===== config.mk =====
export PLATFORM = sky130hd
export DESIGN_NAME = cartridge_irq_timer_bank_mapper
export DESIGN_NICKNAME = d
export VERILOG_FILES = /design/src/sv/citbm_pkg.sv /design/src/sv/citbm_timer.sv /design/src/sv/cartridge_irq_timer_bank_mapper.sv
export SDC_FILE = /design/constraint.sdc
export NUM_CORES = 1
export LEC_CHECK = 0
export BUFFER_PORTS_ARGS = -buffer_cell sky130_fd_sc_hd__buf_4
export CAP_MARGIN = 20
export CORE_ASPECT_RATIO = 0.7
export CORE_UTILIZATION = 63
export CTS_CLUSTER_SIZE = 28
export DETAILED_ROUTE_END_ITERATION = 8
export PLACE_DENSITY_LB_ADDON = 0.08
export SYNTH_ARGS = -nofsm -noshare
export SYNTH_HDL_FRONTEND = slang
export SYNTH_SLANG_ARGS = --single-unit

===== constraint.sdc =====
create_clock -name clk -period 7.5 [get_ports clk]
set_input_delay 1.5 -clock clk [delete_from_list [all_inputs] [get_ports clk]]
set_output_delay 1.5 -clock clk [all_outputs]
set_load 0.05 [all_outputs]

===== src/sv/citbm_pkg.sv =====
// ----------------------------------------------------------------------------
// citbm_pkg
// Shared types, codes and helpers for the cartridge IRQ timer / bank mapper.
// ----------------------------------------------------------------------------
package citbm_pkg;

  // Item kinds on the input channel
  localparam logic [1:0] FUNC_TICK  = 2'd0;
  localparam logic [1:0] FUNC_WRITE = 2'd1;
  localparam logic [1:0] FUNC_READ  = 2'd2;

  // Configuration register indexes
  localparam logic [1:0] CFG_PRG_LIMIT   = 2'd0;
  localparam logic [1:0] CFG_CHR_LIMIT   = 2'd1;
  localparam logic [1:0] CFG_WINDOW_EN   = 2'd2;

  // Register pages decoded from address bits 15:12
  localparam logic [3:0] PAGE_RELOAD_N0 = 4'h8;
  localparam logic [3:0] PAGE_RELOAD_N1 = 4'h9;
  localparam logic [3:0] PAGE_RELOAD_N2 = 4'hA;
  localparam logic [3:0] PAGE_RELOAD_N3 = 4'hB;
  localparam logic [3:0] PAGE_TIMER_EN  = 4'hC;
  localparam logic [3:0] PAGE_IRQ_ACK   = 4'hD;
  localparam logic [3:0] PAGE_SLOT_SEL  = 4'hE;
  localparam logic [3:0] PAGE_SLOT_DATA = 4'hF;

  // Sub-decode of slot data writes, address bits 11:10
  localparam logic [1:0] SUB_PRG_HIGH = 2'd0;
  localparam logic [1:0] SUB_NONE     = 2'd1;
  localparam logic [1:0] SUB_MIRROR   = 2'd2;
  localparam logic [1:0] SUB_CHR      = 2'd3;

  // Slot select code for the PRG window bank
  localparam logic [3:0] SLOT_WINDOW = 4'd4;

  // Window at 0x6000-0x7FFF: address bits 15:13
  localparam logic [2:0] WINDOW_PAGE = 3'b011;

  localparam logic [15:0] TIMER_WRAP = 16'hFFFF;

  localparam int NUM_PRG = 3;

  typedef struct packed {
    logic       tick;        // count one CPU cycle
    logic       reload_we;   // load one nibble of the reload value
    logic [1:0] reload_nib;
    logic       enable_we;   // enable/disable write, loads count when enabling
    logic       irq_clear;
    logic [3:0] data_nib;
  } timer_cmd_t;

  function automatic logic [7:0] clamp_bank(input logic [7:0] v, input logic [7:0] limit);
    return (v > limit) ? (v & limit) : v;
  endfunction

endpackage


===== src/sv/citbm_timer.sv =====
// ----------------------------------------------------------------------------
// citbm_timer
// 16-bit up-counting IRQ timer with nibble-loaded reload and delayed IRQ.
// ----------------------------------------------------------------------------
module citbm_timer import citbm_pkg::*; (
  input  logic       clk,
  input  logic       rst,
  input  timer_cmd_t cmd,
  output logic       irq_line
);

  logic [15:0] reload_value, reload_value_next;
  logic [15:0] timer_count, timer_count_next;
  logic        timer_enabled, timer_enabled_next;
  logic        irq_delay, irq_delay_next;
  logic        irq_line_next;
  logic [15:0] count_inc;

  assign count_inc = timer_count + 16'd1;

  always_comb begin
    reload_value_next  = reload_value;
    timer_count_next   = timer_count;
    timer_enabled_next = timer_enabled;
    irq_delay_next     = irq_delay;
    irq_line_next      = irq_line;

    if (cmd.tick) begin
      // raise the IRQ one tick after the wrap
      if (irq_delay) begin
        irq_delay_next = 1'b0;
        irq_line_next  = 1'b1;
      end
      if (timer_enabled) begin
        if (count_inc == TIMER_WRAP) begin
          timer_count_next = reload_value;
          irq_delay_next   = 1'b1;
        end else begin
          timer_count_next = count_inc;
        end
      end
    end

    if (cmd.reload_we) begin
      reload_value_next[{cmd.reload_nib, 2'b00} +: 4] = cmd.data_nib;
    end

    if (cmd.enable_we) begin
      timer_enabled_next = |cmd.data_nib;
      if (|cmd.data_nib) begin
        timer_count_next = reload_value;
      end
    end

    // a pending delayed IRQ survives the clear
    if (cmd.irq_clear) begin
      irq_line_next = 1'b0;
    end
  end

  always_ff @(posedge clk) begin
    if (rst) begin
      reload_value  <= '0;
      timer_count   <= '0;
      timer_enabled <= 1'b0;
      irq_delay     <= 1'b0;
      irq_line      <= 1'b0;
    end else begin
      reload_value  <= reload_value_next;
      timer_count   <= timer_count_next;
      timer_enabled <= timer_enabled_next;
      irq_delay     <= irq_delay_next;
      irq_line      <= irq_line_next;
    end
  end

endmodule


===== src/sv/cartridge_irq_timer_bank_mapper.sv =====
// ----------------------------------------------------------------------------
// cartridge_irq_timer_bank_mapper
// Cartridge bank mapper with a 16-bit up-counting IRQ timer.
// ----------------------------------------------------------------------------
// An accepted item's result beat is registered and is valid in the next cycle.
// Throughput: one item per clock; the result register is refilled in the
// cycle it drains, so input stalls only while a result beat is held.
// Reset (rst, synchronous): all mapper and timer state clears, limits go
// to 255, window reads are enabled, no result is pending.
module cartridge_irq_timer_bank_mapper import citbm_pkg::*; (
  input  logic        clk,
  input  logic        rst,
  // input items
  input  logic        in_valid,
  output logic        in_stall,
  input  logic [1:0]  func,
  input  logic [15:0] bus_address,
  input  logic [7:0]  write_data,
  // results
  output logic        out_valid,
  input  logic        out_stall,
  output logic        irq_out,
  output logic        mirror_vertical,
  output logic [4:0]  prg_bank_a,
  output logic [4:0]  prg_bank_b,
  output logic [4:0]  prg_bank_c,
  output logic        window_hit,
  output logic [20:0] window_rom_address,
  output logic        chr_write_valid,
  output logic [2:0]  chr_slot,
  output logic [7:0]  chr_bank_value,
  // configuration writes
  input  logic        cfg_valid,
  output logic        cfg_ready,
  input  logic [1:0]  cfg_index,
  input  logic [7:0]  cfg_data
);

  logic       accept;
  logic       is_write;
  logic       is_slot_data;
  timer_cmd_t timer_cmd;

  logic [7:0] prg_bank_limit;
  logic [7:0] chr_bank_limit;
  logic       window_read_enable;

  logic [3:0] slot_select, slot_select_next;
  logic [4:0] prg_banks [NUM_PRG];
  logic [4:0] prg_mid [NUM_PRG];
  logic [4:0] prg_banks_next [NUM_PRG];
  logic [7:0] window_bank, window_bank_next;
  logic       mirror_state, mirror_state_next;

  logic       hit;
  logic       chr_we;
  logic [7:0] prg_cand;
  logic [7:0] prg_high_cand;
  logic [7:0] chr_clamped;

  assign in_stall  = out_valid & out_stall;
  assign accept    = in_valid & ~in_stall;
  assign cfg_ready = 1'b1;
  assign is_write  = accept && (func == FUNC_WRITE);
  assign is_slot_data = is_write && (bus_address[15:12] == PAGE_SLOT_DATA);

  // ---- timer command decode
  always_comb begin
    timer_cmd            = '0;
    timer_cmd.tick       = accept && (func == FUNC_TICK);
    timer_cmd.data_nib   = write_data[3:0];
    timer_cmd.reload_nib = bus_address[13:12];
    if (is_write) begin
      unique case (bus_address[15:12])
        PAGE_RELOAD_N0, PAGE_RELOAD_N1,
        PAGE_RELOAD_N2, PAGE_RELOAD_N3: timer_cmd.reload_we = 1'b1;
        PAGE_TIMER_EN: begin
          timer_cmd.enable_we = 1'b1;
          timer_cmd.irq_clear = 1'b1;
        end
        PAGE_IRQ_ACK:  timer_cmd.irq_clear = 1'b1;
        default: ;
      endcase
    end
  end

  citbm_timer u_timer (
    .clk      (clk),
    .rst      (rst),
    .cmd      (timer_cmd),
    .irq_line (irq_out)
  );

  // ---- bank decode
  always_comb begin
    slot_select_next  = slot_select;
    window_bank_next  = window_bank;
    mirror_state_next = mirror_state;
    chr_we            = 1'b0;
    prg_cand          = '0;
    prg_high_cand     = '0;

    if (is_write && (bus_address[15:12] == PAGE_SLOT_SEL)) begin
      slot_select_next = write_data[3:0];
    end

    // slot-selected low nibble / window bank first
    for (int i = 0; i < NUM_PRG; i++) begin
      prg_mid[i] = prg_banks[i];
      if (is_slot_data && (slot_select == 4'(i + 1))) begin
        prg_cand   = clamp_bank({3'b000, prg_banks[i][4], write_data[3:0]}, prg_bank_limit);
        prg_mid[i] = prg_cand[4:0];
      end
    end
    if (is_slot_data && (slot_select == SLOT_WINDOW)) begin
      window_bank_next = clamp_bank(write_data, prg_bank_limit);
    end

    // then the address-decoded part, on top of the value above
    for (int i = 0; i < NUM_PRG; i++) begin
      prg_banks_next[i] = prg_mid[i];
    end
    if (is_slot_data) begin
      unique case (bus_address[11:10])
        SUB_PRG_HIGH: begin
          for (int i = 0; i < NUM_PRG; i++) begin
            if (bus_address[1:0] == 2'(i)) begin
              prg_high_cand = clamp_bank({3'b000, write_data[4], prg_mid[i][3:0]},
                                         prg_bank_limit);
              prg_banks_next[i] = prg_high_cand[4:0];
            end
          end
        end
        SUB_NONE:   ;
        SUB_MIRROR: mirror_state_next = write_data[0];
        SUB_CHR:    chr_we = 1'b1;
        default: ;
      endcase
    end
  end

  assign chr_clamped = clamp_bank(write_data, chr_bank_limit);
  assign hit = accept && (func == FUNC_READ) && window_read_enable &&
               (bus_address[15:13] == WINDOW_PAGE);

  // ---- configuration
  always_ff @(posedge clk) begin
    if (rst) begin
      prg_bank_limit     <= 8'hFF;
      chr_bank_limit     <= 8'hFF;
      window_read_enable <= 1'b1;
    end else if (cfg_valid && cfg_ready) begin
      unique case (cfg_index)
        CFG_PRG_LIMIT: prg_bank_limit     <= cfg_data;
        CFG_CHR_LIMIT: chr_bank_limit     <= cfg_data;
        CFG_WINDOW_EN: window_read_enable <= cfg_data[0];
        default: ;
      endcase
    end
  end

  // ---- mapper state
  always_ff @(posedge clk) begin
    if (rst) begin
      slot_select  <= '0;
      window_bank  <= '0;
      mirror_state <= 1'b0;
      for (int i = 0; i < NUM_PRG; i++) begin
        prg_banks[i] <= '0;
      end
    end else begin
      slot_select  <= slot_select_next;
      window_bank  <= window_bank_next;
      mirror_state <= mirror_state_next;
      for (int i = 0; i < NUM_PRG; i++) begin
        prg_banks[i] <= prg_banks_next[i];
      end
    end
  end

  // State only moves on an accepted item, so while a beat is held the
  // state registers still match it and drive those fields directly.
  assign mirror_vertical = mirror_state;
  assign prg_bank_a      = prg_banks[0];
  assign prg_bank_b      = prg_banks[1];
  assign prg_bank_c      = prg_banks[2];

  // ---- result register
  always_ff @(posedge clk) begin
    if (rst) begin
      out_valid <= 1'b0;
    end else if (accept) begin
      out_valid <= 1'b1;
    end else if (!out_stall) begin
      out_valid <= 1'b0;
    end
  end

  always_ff @(posedge clk) begin
    if (accept) begin
      window_hit         <= hit;
      window_rom_address <= hit ? {window_bank, bus_address[12:0]} : '0;
      chr_write_valid    <= chr_we;
      chr_slot           <= chr_we ? bus_address[2:0] : '0;
      chr_bank_value     <= chr_we ? chr_clamped : '0;
    end
  end

endmodule

==> metrics <==
register area share after synthesis=38.9%; clk sinks=115; crit path from=write_data[1]; Slew headroom=43.5%; Total GRT Usage=32.8%; Die Height=88.9 um; antenna violations before repair=0; TritonCTS clock tree=done; top_reg_cell synth=dfxtp_1; post-synth top area share=23.8%; Worst VDD drop=0.188 mV; GPL Wtd Cong=0.909; Core ar.=10,400 um^2; vias in the first global route=5,431; H-Tree Depth=4; post-route minimum period=5100 ps; critical path peak fanout=15; r2r setup slk=2980 ps; Die Wd=126 um; Critical Path End Type=register; outcome=completed; clock slew at the register clock pins of the worst setup and hold paths=60 ps; I/O Buffers=93; Initial Util=65.2%; GRT overflow=0; CTS Buf Count=17; Critical Path Start Type=input port; Synth Cell Area=6800 um^2; Compound-Gate Fraction of Synth Area=17.3%; Final #Nets=913; Post-synth EDFFs=34; Ys Warns=0; pre-CTS WS=1990 ps; DP HPWL=13,000 um; main combinational cell family by area after synthesis=simple AND/OR/NAND/NOR gates; Post-Syn Nets=832; WS Path Type=in2reg; share of cells above drive strength 1=20.0%; FF-to-FF End=prg_banks[0][8]$_SDFF_PP0_; Synth Area in Adders=13.1%; Yosys cell types=74; Final ANT Viol Nets=0; Max Cap Viol=0; setup bufs post-CTS=0; cell count after synthesis=720; CP required=7810 ps; filler instances=729; hold buffer count at cts=0; io pins=95; Worst EP arrival=5410 ps; Synth-to-Final Area Change=19.3%; clk_skew=14.1 ps; PwrDens=204 nW/um^2; area leader, netlist=dfxtp_1; post-synthesis simple-gate area fraction=20.8%; via count=5,901; routed vias/inst=6.24; Avg Inst Size Synth=9.45 um^2; Hold Fails Final Rpt=0; largest net degree at the start of global routing=73; ys async rst share=0%; CTS resizes=0; DRC=0; Max Transition Viols Final=0; clk root buf=clkbuf_16; die area=11,200 um^2; most frequent cells in the layout=buf_4, dfxtp_1, nor2_1, ha_1, nand2_1; WL/cell=19.0 um; actual slew at the worst max-slew pin=847 ps; commonest non-fill, non-tap cell in the layout=buf_4; final setup vio count=0; Total Wirelength=18,000 um; 1st-pass router iterations=7; Worst Hold Class=reg2reg; Worst Reg-to-Reg Cells=16; FMAX=0.196 GHz; initial drt markers=592; top cells by area, synth=dfxtp_1, edfxtp_1, ha_1; fin crit share=68.0%; first-pass GRT wire length=28,200 um; worst setup path endpoint=prg_banks[0][8]$_SDFF_PP0_; RR Startpoint=prg_bank_limit[1]$_SDFFE_PP1P_; worst-skew pair later-pin latency=420 ps; Synth Area in XOR/XNOR=2.06%; Clock Tree Buf Depth=2; Antenna Cells=0; startpoint of the worst hold path=u_timer.reload_value[7]$_SDFFE_PP0P_; post-synthesis mux area share=3.53%; number of synthesized register bits=115; Final TNS setup=0 ps; RSZ-0062 raised after global routing=false; Rows=31; Leakage=0.00347 uW; worst setup margin=2400 ps
==> worst max-delay path: stages <==
cell	delay, ps
buf_4	180
ha_1	320
nor2b_1	140
o21a_1	170
o21a_1	230
o31a_1	370
a2111oi_1	560
nor2_1	130
ha_1	310
nor2b_1	130
o21a_1	160
o21a_1	170
o21a_1	180
o21ai_1	520
o211ai_1	180
o32ai_1	160
==> sequential cells by signal (all words and copies together) (netlist names), 3 cells and up <==
| register | count |
|---|---|
| prg_banks | 15 |
| slot_select | 4 |
| window_bank | 8 |
| prg_bank_limit | 8 |
| chr_bank_value | 8 |
| window_rom_address | 21 |
| chr_bank_limit | 8 |
| chr_slot | 3 |
| u_timer.reload_value | 16 |
| u_timer.timer_count | 16 |
==> synth_stat cells (all sizes together) (8+ instances only) <==
cell type  instances
a211oi            26
nor2b             10
ha                71
nand3             34
inv               35
o211ai            12
xnor2              9
and2              28
o21ai             20
nand2             55
a21oi             39
dfxtp             81
nor3               9
buf               13
nor2              79
mux2i             24
nand4             12
o21a               9
o41ai              9
clkbuf            21
edfxtp            34
nor4               8
==> where the power goes <==
part           switching [uW]  total, uW  internal [uW]
Clock                     322        819            497
Combinational             112        169           56.7
Sequential               10.1        664            654
Total                     444       1650           1210
==> area by class of cell <==
cell class	count	area [um^2]	area share, %
multi-input cells	536	3860	47.6
clock buffers	17	425	5.24
clock inverters	15	168	2.07
flip-flops and latches	115	2640	32.6
well taps	132	165	2.04
repair buffers	96	721	8.88
inverters	35	131	1.62
==> kinds of logic after synthesis <==
logic type | count (synthesis)
fa+ha+maj | 71
compound gates | 156
buf+inv | 69
other cells | 1
mux | 24
simple gates | 268
xor+xnor | 16
flops | 115
==> stage by stage <==
| step | cells | hold WS [ps] | utilization (%) | area [um^2] | power [uW] |
|---|---|---|---|---|---|
| after floorplan | 720 | 432 | - | 6800 | 780 |
| after global placement | 914 | 447 | 72.1 | 7520 | 838 |
| after detailed placement | 914 | 449 | 72.1 | 7520 | 843 |
| after CTS | 946 | 459 | 77.8 | 8110 | 1650 |
| after global routing | 946 | 474 | 77.8 | 8110 | 1700 |
| final | 946 | 455 | 77.8 | 8110 | 1650 |
==> layer usage <==
metal  track usage, %  part of all wire [%]
met1             43.7                    44
met2             54.6                    45
met3             7.06                   8.8
met4             9.64                   1.9
met5                0                     0
==> worst min-delay path by stage <==
| stage | end | slack, ps | cells past startpoint |
|---|---|---|---|
| 6_report | u_timer.reload_value[7]$_SDFFE_PP0P_ | 460 | 2 |
| 5_1_grt | u_timer.reload_value[9]$_SDFFE_PP0P_ | 470 | 2 |
| 4_1_cts | u_timer.reload_value[8]$_SDFFE_PP0P_ | 460 | 2 |
| 3_5_place_dp | u_timer.reload_value[14]$_SDFFE_PP0P_ | 450 | 2 |
| 3_3_place_gp | u_timer.reload_value[9]$_SDFFE_PP0P_ | 450 | 2 |
| 2_1_floorplan | u_timer.reload_value[4]$_SDFFE_PP0P_ | 430 | 2 |
Power figures use the tool's default switching activity.
